[config.mk]
export PLATFORM = sky130hd
export DESIGN_NAME = handle_pool_allocator_flat
export DESIGN_NICKNAME = d
export VERILOG_FILES = /design/src/rtl/hpa_pkg.sv /design/src/rtl/hpa_if.sv /design/src/rtl/hpa_ram.sv /design/src/rtl/handle_pool_allocator.sv /design/src/flat_wrapper.sv
export SDC_FILE = /design/constraint.sdc
export NUM_CORES = 2
export LEC_CHECK = 0
export BUFFER_PORTS_ARGS = -buffer_cell sky130_fd_sc_hd__buf_4
export CELL_PAD_IN_SITES_DETAIL_PLACEMENT = 1
export CELL_PAD_IN_SITES_GLOBAL_PLACEMENT = 1
export CORE_ASPECT_RATIO = 0.7
export CORE_MARGIN = 10
export CORE_UTILIZATION = 56
export CTS_BUF_LIST = sky130_fd_sc_hd__clkbuf_8 sky130_fd_sc_hd__clkbuf_16
export DETAILED_ROUTE_END_ITERATION = 10
export GPL_TIMING_DRIVEN = 0
export MAX_ROUTING_LAYER = met4
export PLACE_DENSITY_LB_ADDON = 0.1
export SLEW_MARGIN = 30
export SYNTH_ARGS = -nofsm -noshare
export SYNTH_HDL_FRONTEND = slang
export SYNTH_SLANG_ARGS = --single-unit
export TNS_END_PERCENT = 1
[constraint.sdc]
create_clock -name clk_i -period 8.2 [get_ports clk_i]
set_input_delay 0.82 -clock clk_i [delete_from_list [all_inputs] [get_ports clk_i]]
set_output_delay 0.82 -clock clk_i [all_outputs]
set_load 0.05 [all_outputs]
[src/rtl/hpa_pkg.sv]
// ----------------------------------------------------------------------------
// hpa_pkg
// shared types and codes of the handle pool allocator
// ----------------------------------------------------------------------------
`default_nettype none

package hpa_pkg;

  localparam int unsigned HandleW = 8;
  localparam int unsigned HandleSpace = 256;
  localparam int unsigned CountW = 9;

  typedef logic [HandleW-1:0] handle_t;
  typedef logic [CountW-1:0]  count_t;

  typedef enum logic [1:0] {
    CMD_ALLOC     = 2'd0,
    CMD_TRY_ALLOC = 2'd1,
    CMD_DEALLOC   = 2'd2,
    CMD_NOP       = 2'd3
  } cmd_e;

  typedef enum logic [1:0] {
    ST_OK        = 2'd0,
    ST_EMPTY     = 2'd1,
    ST_UNKNOWN   = 2'd2,
    ST_EXHAUSTED = 2'd3
  } status_e;

  typedef enum logic {
    FSM_IDLE = 1'b0,
    FSM_EXEC = 1'b1
  } fsm_e;

endpackage

`default_nettype wire

[src/rtl/hpa_if.sv]
// ----------------------------------------------------------------------------
// hpa_req_if / hpa_rsp_if
// valid/ready channels carrying request and response beats
// ----------------------------------------------------------------------------
`default_nettype none

interface hpa_req_if;
  logic       valid;
  logic       ready;
  logic [1:0] cmd;
  logic [7:0] handle_in;

  modport source (output valid, output cmd, output handle_in, input ready);
  modport sink (input valid, input cmd, input handle_in, output ready);
endinterface

interface hpa_rsp_if;
  logic       valid;
  logic       ready;
  logic [7:0] handle_out;
  logic [1:0] status;

  modport source (output valid, output handle_out, output status, input ready);
  modport sink (input valid, input handle_out, input status, output ready);
endinterface

`default_nettype wire

[src/rtl/hpa_ram.sv]
// ----------------------------------------------------------------------------
// hpa_ram
// generic simple dual-port ram, one write and one registered read port
// ----------------------------------------------------------------------------
`default_nettype none

module hpa_ram #(
  parameter int unsigned Width = 8,
  parameter int unsigned Depth = 256
) (
  input  wire logic                     clk_i,
  input  wire logic                     we_i,
  input  wire logic [$clog2(Depth)-1:0] waddr_i,
  input  wire logic [Width-1:0]         wdata_i,
  input  wire logic                     re_i,
  input  wire logic [$clog2(Depth)-1:0] raddr_i,
  output logic      [Width-1:0]         rdata_o
);

  logic [Width-1:0] mem_q [Depth];

  always_ff @(posedge clk_i) begin
    if (we_i) begin
      mem_q[waddr_i] <= wdata_i;
    end
    if (re_i) begin
      rdata_o <= mem_q[raddr_i];
    end
  end

endmodule

`default_nettype wire

[src/rtl/handle_pool_allocator.sv]
// ----------------------------------------------------------------------------
// handle_pool_allocator
// handle allocator with a fifo free list and an in-use bitmap in rams
// response: a request beat is captured, then executed in the exec state once the
//   response slot is free, which registers its response beat; a new request is taken
//   only in idle, after the read-modify-write (read, then update) of the rams retires
// reset: head, tail, count and fresh counter clear; the bitmap needs no sweep,
//   entries at or above the fresh counter read as clear; ready right away
// ----------------------------------------------------------------------------
`default_nettype none

module handle_pool_allocator
  import hpa_pkg::*;
#(
  parameter int unsigned POOL_SIZE = 256
) (
  input wire logic clk_i,
  input wire logic rst_ni,
  hpa_req_if.sink   req_i,
  hpa_rsp_if.source rsp_o
);

  // pool actually in use is bounded by the 8-bit handle space
  localparam int unsigned Capacity = (POOL_SIZE < HandleSpace) ? POOL_SIZE : HandleSpace;
  localparam count_t CapacityC = count_t'(Capacity);

  fsm_e    state_q, state_d;
  handle_t head_q, head_d;
  handle_t tail_q, tail_d;
  count_t  count_q, count_d;
  count_t  fresh_q, fresh_d;

  // captured request beat
  cmd_e    cmd_q;
  handle_t hin_q;

  // response register
  logic    rsp_valid_q, rsp_valid_d;
  handle_t hout_q, hout_d;
  status_e status_q, status_d;

  // ram ports
  logic    map_we;
  handle_t map_waddr;
  logic    map_wdata;
  logic    map_rdata;
  logic    fl_we;
  handle_t fl_rdata;

  logic req_fire;
  logic exec_go;
  logic hin_known;

  assign req_i.ready = (state_q == FSM_IDLE);
  assign req_fire    = req_i.valid && req_i.ready;
  // the update retires only once the response slot is free
  assign exec_go     = (state_q == FSM_EXEC) && (!rsp_valid_q || rsp_o.ready);

  // a bitmap entry never written lies at or above the fresh counter
  assign hin_known = ({1'b0, hin_q} < fresh_q) && map_rdata;

  // in-use bitmap: read at the request handle, written at the chosen handle
  hpa_ram #(
    .Width (1),
    .Depth (HandleSpace)
  ) u_map_ram (
    .clk_i   (clk_i),
    .we_i    (map_we),
    .waddr_i (map_waddr),
    .wdata_i (map_wdata),
    .re_i    (req_fire),
    .raddr_i (req_i.handle_in),
    .rdata_o (map_rdata)
  );

  // free list queue storage: read at head, written at tail
  hpa_ram #(
    .Width (HandleW),
    .Depth (HandleSpace)
  ) u_fl_ram (
    .clk_i   (clk_i),
    .we_i    (fl_we),
    .waddr_i (tail_q),
    .wdata_i (hin_q),
    .re_i    (req_fire),
    .raddr_i (head_q),
    .rdata_o (fl_rdata)
  );

  // next state
  always_comb begin
    state_d = state_q;
    case (state_q)
      FSM_IDLE: begin
        if (req_fire) begin
          state_d = FSM_EXEC;
        end
      end
      FSM_EXEC: begin
        if (exec_go) begin
          state_d = FSM_IDLE;
        end
      end
      default: state_d = FSM_IDLE;
    endcase
  end

  // command decode and state update
  always_comb begin
    head_d      = head_q;
    tail_d      = tail_q;
    count_d     = count_q;
    fresh_d     = fresh_q;
    map_we      = 1'b0;
    map_waddr   = hin_q;
    map_wdata   = 1'b0;
    fl_we       = 1'b0;
    hout_d      = hout_q;
    status_d    = status_q;
    rsp_valid_d = rsp_valid_q;

    if (rsp_valid_q && rsp_o.ready) begin
      rsp_valid_d = 1'b0;
    end

    if (exec_go) begin
      rsp_valid_d = 1'b1;
      hout_d      = '0;
      status_d    = ST_OK;
      case (cmd_q)
        CMD_ALLOC, CMD_TRY_ALLOC: begin
          if (count_q != '0) begin
            // oldest freed handle first
            hout_d    = fl_rdata;
            map_we    = 1'b1;
            map_waddr = fl_rdata;
            map_wdata = 1'b1;
            head_d    = head_q + handle_t'(1);
            count_d   = count_q - count_t'(1);
          end else if (cmd_q == CMD_TRY_ALLOC) begin
            status_d = ST_EMPTY;
          end else if (fresh_q < CapacityC) begin
            // issue a never-used handle
            hout_d    = fresh_q[HandleW-1:0];
            map_we    = 1'b1;
            map_waddr = fresh_q[HandleW-1:0];
            map_wdata = 1'b1;
            fresh_d   = fresh_q + count_t'(1);
          end else begin
            status_d = ST_EXHAUSTED;
          end
        end
        CMD_DEALLOC: begin
          if (!hin_known) begin
            status_d = ST_UNKNOWN;
          end else begin
            map_we    = 1'b1;
            map_waddr = hin_q;
            map_wdata = 1'b0;
            fl_we     = 1'b1;
            tail_d    = tail_q + handle_t'(1);
            count_d   = count_q + count_t'(1);
          end
        end
        default: begin
          // unused command: no state change, zero response
        end
      endcase
    end
  end

  always_ff @(posedge clk_i or negedge rst_ni) begin
    if (!rst_ni) begin
      state_q     <= FSM_IDLE;
      head_q      <= '0;
      tail_q      <= '0;
      count_q     <= '0;
      fresh_q     <= '0;
      rsp_valid_q <= 1'b0;
    end else begin
      state_q     <= state_d;
      head_q      <= head_d;
      tail_q      <= tail_d;
      count_q     <= count_d;
      fresh_q     <= fresh_d;
      rsp_valid_q <= rsp_valid_d;
    end
  end

  // payload registers, no reset
  always_ff @(posedge clk_i) begin
    if (req_fire) begin
      cmd_q <= cmd_e'(req_i.cmd);
      hin_q <= req_i.handle_in;
    end
    hout_q   <= hout_d;
    status_q <= status_d;
  end

  assign rsp_o.valid      = rsp_valid_q;
  assign rsp_o.handle_out = hout_q;
  assign rsp_o.status     = status_q;

endmodule

`default_nettype wire
[src/flat_wrapper.sv]
// flat-port wrapper written by rule: the top's interface ports become plain ports
module handle_pool_allocator_flat import hpa_pkg::*;
#(
  parameter int unsigned POOL_SIZE = 256
)
  (clk_i, rst_ni, req_i_valid, req_i_cmd, req_i_handle_in, req_i_ready, rsp_o_valid, rsp_o_handle_out, rsp_o_status, rsp_o_ready);
  hpa_req_if req_i_i ();
  hpa_rsp_if rsp_o_i ();
  input wire logic clk_i;
  input wire logic rst_ni;
  input wire logic [$bits(req_i_i.valid)-1:0] req_i_valid;
  input wire logic [$bits(req_i_i.cmd)-1:0] req_i_cmd;
  input wire logic [$bits(req_i_i.handle_in)-1:0] req_i_handle_in;
  output wire logic [$bits(req_i_i.ready)-1:0] req_i_ready;
  output wire logic [$bits(rsp_o_i.valid)-1:0] rsp_o_valid;
  output wire logic [$bits(rsp_o_i.handle_out)-1:0] rsp_o_handle_out;
  output wire logic [$bits(rsp_o_i.status)-1:0] rsp_o_status;
  input wire logic [$bits(rsp_o_i.ready)-1:0] rsp_o_ready;
  assign req_i_i.valid = req_i_valid;
  assign req_i_i.cmd = req_i_cmd;
  assign req_i_i.handle_in = req_i_handle_in;
  assign req_i_ready = req_i_i.ready;
  assign rsp_o_valid = rsp_o_i.valid;
  assign rsp_o_handle_out = rsp_o_i.handle_out;
  assign rsp_o_status = rsp_o_i.status;
  assign rsp_o_i.ready = rsp_o_ready;
  handle_pool_allocator #(.POOL_SIZE(POOL_SIZE)) u_core (.clk_i(clk_i), .rst_ni(rst_ni), .req_i(req_i_i), .rsp_o(rsp_o_i));
endmodule
Yosys cells after proc, flatten, opt, wreduce, memory -nomap -nowiden. Memory sizes are Yosys's and may differ from the RTL's. A register that Yosys moved wholly into a read port is not among the register bits. Index checks and enable logic that the tools add are counted.

Register bits: 56. Memory bits (writable): 2304. Bits of input ports: 14. Output and inout port bits: 12. Word-level logic and storage cells: 76. Memories: 2.

Memory list: u_core.u_fl_ram.mem_q (words 256, bits a word 8, rd ports 1, clocked after memory_dff 1, write ports 1, RTL line hpa_ram.sv:20) `logic [Width-1:0] mem_q [Depth];`; u_core.u_map_ram.mem_q (words 256, bits a word 1, rd ports 1, clocked after memory_dff 1, write ports 1, RTL line hpa_ram.sv:20).

$add $sub $neg: 5. $lt $le $gt $ge: 2. Equality and inequality tests: 4. Muxes and demuxes: 35. Bitwise gates (word level): 3. Reduce and logical (&&, ||, !) cells: 15.

Operators with widths (count): $mux 8 (8); $add 9x1->9 const B (2); $mux 9 (2); $pmux 9 s2 (1); $mux 1 (17); $add 8x1->8 const B (2); $lt 8x9->1 (1); $lt 9x9->1 const B (1); $reduce_bool 9->1 (1); $sub 9x1->9 const B (1); $mux 2 (4); $reduce_and 3->1 (2); $reduce_and 5->1 (1); $logic_and 1x1->1 (4); $ne 2x1->1 const B (2); $pmux 1 s2 (2); $pmux 2 s2 (1); $reduce_and 4->1 (1); $reduce_bool 2->1 (2); $not 1->1 (3); $eq 2x1->1 const B (1); $eq 2x2->1 const B (1); $logic_not 2->1 (1); $reduce_or 2->1 (1); 2 further kinds (2).

Logic depth before layout (Yosys ltp).
Depth in word-level cells: 8. Gate-level depth with buffers: 14.

Cells and area by module. From an unflattened synthesis, not the netlist that was laid out.

Cell total of the unflattened synthesis: 4779. Area total of the unflattened synthesis: 93716.1 µm².

Modules (own cells, without submodules): hpa_ram at u_core.u_fl_ram (times used 1, cells each 3733, area an instance 79636.4 µm², seq. area each 61739.2 µm²); hpa_ram at u_core.u_map_ram (times used 1, cells each 788, area an instance 11138.2 µm², seq. area each 7717.4 µm²); handle_pool_allocator (times used 1, cells each 258, area an instance 2941.6 µm², seq. area each 1501.4 µm²).

Worst setup path after synthesis. Ideal clock, no wire load.

Kind: flip-flop to flip-flop. Start: register u_core.hin_q[1]. End: memory u_core.u_fl_ram.mem_q[112][0], enable pin. Setup time: 0.383 ns. Arrival time: 5.944 ns. Required time: 7.817 ns. Setup slack: 1.873 ns. Stages on the path, launching flop included: 9. Clock period less this slack: 6.327 ns. Cell sequence: edfxtp_1 > ha_1 > a21o_1 > a21oi_1 > o21ai_1 > a41oi_2 > o2111ai_1 > clkbuf_1 > nor3_1.

Cells in the longest elaborated chain, start to end: 7.

RTL lines: start: declaration (RTL line handle_pool_allocator.sv:35) `handle_t hin_q;`; start signal: assignment (RTL line handle_pool_allocator.sv:194) `hin_q <= req_i.handle_in;`; $lt 8x9->1 (RTL line handle_pool_allocator.sv:60) `assign hin_known = ({1'b0, hin_q} < fresh_q) && map_rdata;`; $logic_and 1x1->1 (RTL line handle_pool_allocator.sv:60); $mux 1 (RTL line handle_pool_allocator.sv:154) `if (!hin_known) begin`; $mux 1 (RTL line handle_pool_allocator.sv:130) `case (cmd_q)`; $mux 1 (RTL line handle_pool_allocator.sv:126) `if (exec_go) begin`; $mux 1 (RTL line hpa_ram.sv:23) `if (we_i) begin`; $mux 1 (implied by the code) (RTL line hpa_ram.sv:24) `mem_q[waddr_i] <= wdata_i;`; end: declaration (RTL line hpa_ram.sv:20).

Every way passes these cells.

==> flow_metrics.py <==
metrics = {
    "grt": {
        "grt_max_degree": 138,
        "antenna_found_initial": 30,
        "grt_pass1_vias": 55280,
        "overflow": 0,
        "grt_pass1_wl_mm": 491.7,
        "grt_util_all_layers_pct": 40.19,
    },
    "floorplanning": {
        "dieHeight_um": 364.3,
        "ios": 26,
        "core_sq_um": 168500,
        "initial_core_util_pct": 56.27,
        "num_rows": 126,
        "die_area_sq_um": 186500,
        "die_x_um": 511.9,
    },
    "cells_and_area": {
        "final_core_util_pct": 64.77,
        "fin_nets": 5306,
        "drive_gt1_share_pct": 28.39,
        "multi_input_area_sq_um": 22910,
        "seqCellArea_sq_um": 70960,
        "area_growth_syn_to_layout_pct": 15.09,
        "fillerInstances": 13720,
    },
    "routing": {
        "wl_per_cell_um": 47.67,
        "route.detailed.drc": 0,
        "drt_iter0_markers": 12810,
        "drt-total-wl_mm": 368.2,
        "vias": 58240,
        "drtAntennaViolNets": 0,
        "vias_per_cell": 7.540,
        "firstDrtPassIters": 7,
    },
    "clock_tree": {
        "cts.sinks": 2369,
        "cts_tree": "built",
        "htree_levels": 4,
        "clk_latency_ns": 0.87,
        "numCtsBuffers": 213,
        "root_buffer": "clkbuf_16",
        "path_clk_slew_ns": 0.07,
        "cts_resized": 0,
        "clock_path_buffers": 3,
    },
    "sta": {
        "hold-worst-slack_ns": 0.1326,
        "fin_crit_ns": 6.125,
        "slew_viol_final": 0,
        "clock.fmax_mhz": 163.3,
        "setup_violations": 0,
        "rsz0062_at_grt": "false",
        "final-hold-violation-count": 0,
        "min_period_over_period_pct": 74.69,
        "setup_slack_ns": 2.075,
        "skew_ns": 0.02670,
        "fin_tns_setup_ns": 0,
        "worstMarginPinSlew_ns": 1.228,
        "slew_headroom_pct": 17.29,
    },
    "pwr": {
        "p_leak_nw": 34.79,
        "power.density_nw_per_um2": 340.2,
        "ir_drop_v": 0.0003144,
    },
    "yosys": {
        "syn_inst": 4816,
        "yosys_register_bits": 2369,
        "postSynthAreaPerCell_sq_um": 19.69,
        "syn_nets": 4851,
        "synthTopCellsByCount": "edfxtp_1, mux4_2, nor2_1, mux2i_1, nor3_1",
        "synth_area_leaders": "edfxtp_1, mux4_2, mux2i_1",
        "ys_seq_area_share_pct": 74.82,
        "syn_area_sq_um": 94840,
        "synth_edf_count": 2333,
        "synth_cell_types": 82,
        "ys_warn_count": 0,
        "synth_top_cell_area_share_pct": 73.87,
        "yosysMostFrequentCell": "edfxtp_1",
        "async_flop_share_pct": 1.520,
        "ys.flop_type": "edfxtp_1",
        "yosysTopAreaCell": "edfxtp_1",
    },
    "critical_path": {
        "slowest_delay_ns": 0.95,
        "path_cells": "buf_2 > buf_2 > buf_2 > buf_2 > buf_2 > mux4_2 > mux2i_1 > o21ai_0 > o21ai_0 > a222oi_1 > buf_4",
        "cp_num_buf_inv": 6,
        "critPathArrivalTime_ns": 6.73,
        "path_max_fanout": 10,
        "critPathSlowestCell": "o21ai_0",
        "crit_path_frequent_cell": "buf_2",
        "criticalPathCategory": "flip-flop to flip-flop",
        "start_kind": "flip-flop",
        "endpoint_kind": "flip-flop",
        "crit_family": "buffers and inverters",
        "crit_required_ns": 8.80,
    },
    "status": {
        "status": "completed",
    },
    "placement": {
        "dp_hpwl_mm": 257.6,
        "gp_congestion": 1.016,
        "post-place-ws_ns": 2.637,
        "port_buffers": 25,
    },
    "job": {
        "maxCapViolations": 0,
    },
    "min_path": {
        "hp-class": "input port to flip-flop",
    },
}
## placed cells by master (no fill, tap or decap), types with 49 or more instances in the layout
master / instances
nor2_1: 309
buf_4: 90
buf_8: 54
nand2_1: 90
buf_2: 108
nor3_2: 131
nor3_1: 125
o21ai_0: 60
clkinv_1: 49
buf_6: 104
edfxtp_1: 2333
clkbuf_16: 218
mux4_2: 527
mux2i_1: 271
inv_1: 71
clkbuf_1: 71
clkbuf_2: 69
a21oi_1: 87
## through the flow
stage / instances / power (mW) / instance area, sq um
final: 7724 / 37.14 / 109100
after global routing: 7706 / 37.19 / 109100
after CTS: 7693 / 36.22 / 109000
after detailed placement: 7295 / 26.27 / 102100
after global placement: 7081 / 25.58 / 97830
after floorplan: 4816 / 19.65 / 94840
## power by group
part	switching, mW	internal, mW	total (mW)
logic	9.20	4.15	13.4
registers	0.0940	13.5	13.6
clock network	4.66	5.56	10.2
## state kept, by name, indices dropped and copies added, names as in the netlist
| name | cells |
|---|---|
| u_core.rsp_o.status | 2 |
| u_core.hin_q | 8 |
| u_core.count_q | 9 |
| u_core.u_map_ram.rdata_o | 1 |
| u_core.head_q | 8 |
| u_core.u_fl_ram.mem_q | 2048 |
| u_core.cmd_q | 2 |
| u_core.tail_q | 8 |
| u_core.u_fl_ram.rdata_o | 8 |
| u_core.rsp_o.valid | 1 |
| u_core.state_q | 1 |
| u_core.u_map_ram.mem_q | 256 |
| u_core.rsp_o.handle_out | 8 |
| u_core.fresh_q | 9 |
## layer usage
layer	track usage [%]	vias up	part of all wire, %
met4	14.97	0	4.8
met1	55.26	30660	36
li1	-	20840	-
met3	18.86	914	18
met2	52.11	5830	40
met5	-	-	0
## final cells by class
class	instances	area share [%]
Antenna cell	31	0.07107
Buffer	321	1.720
Clock buffer	228	5.124
Clock inverter	169	1.239
Inverter	33	0.1204
Multi-Input combinational cell	2093	20.99
Sequential cell	2369	65.01
Tap cell	2240	2.568
Timing Repair Buffer	240	3.154
## timing repair
action / 4_1_cts / 5_1_grt
setup buffers: 0 / 0
hold buffers: 1 / 0
hold endpoints to repair: 36 / 0
## final timing paths
kind                                         start                         end  slack, ns  cells after the start
worst min-delay path            req_i_handle_in[3]             u_core.hin_q[3]       0.13                      1
worst min register to register   u_core.count_q[8]           u_core.count_q[8]       0.50                      1
worst max-delay path              u_core.head_q[1]  u_core.u_fl_ram.rdata_o[4]       2.08                     11
min in group asynchronous                   rst_ni           u_core.fresh_q[6]       0.52                      2
worst max register to register    u_core.head_q[1]  u_core.u_fl_ram.rdata_o[4]       2.08                     11
max in group asynchronous                   rst_ni            u_core.tail_q[1]       7.20                      2
## cell families after synthesis
kind of cell,count (synthesis),synth area share (%)
buffers and inverters,354,1.995
flip-flops,2369,74.82
AO/OA/AOI/OAI,447,3.326
adder cells (fa/ha/maj),21,0.2850
XOR/XNOR,29,0.2678
multiplexers,811,15.53
AND/OR/NAND/NOR,785,3.778
Power figures use the tool's default switching activity.
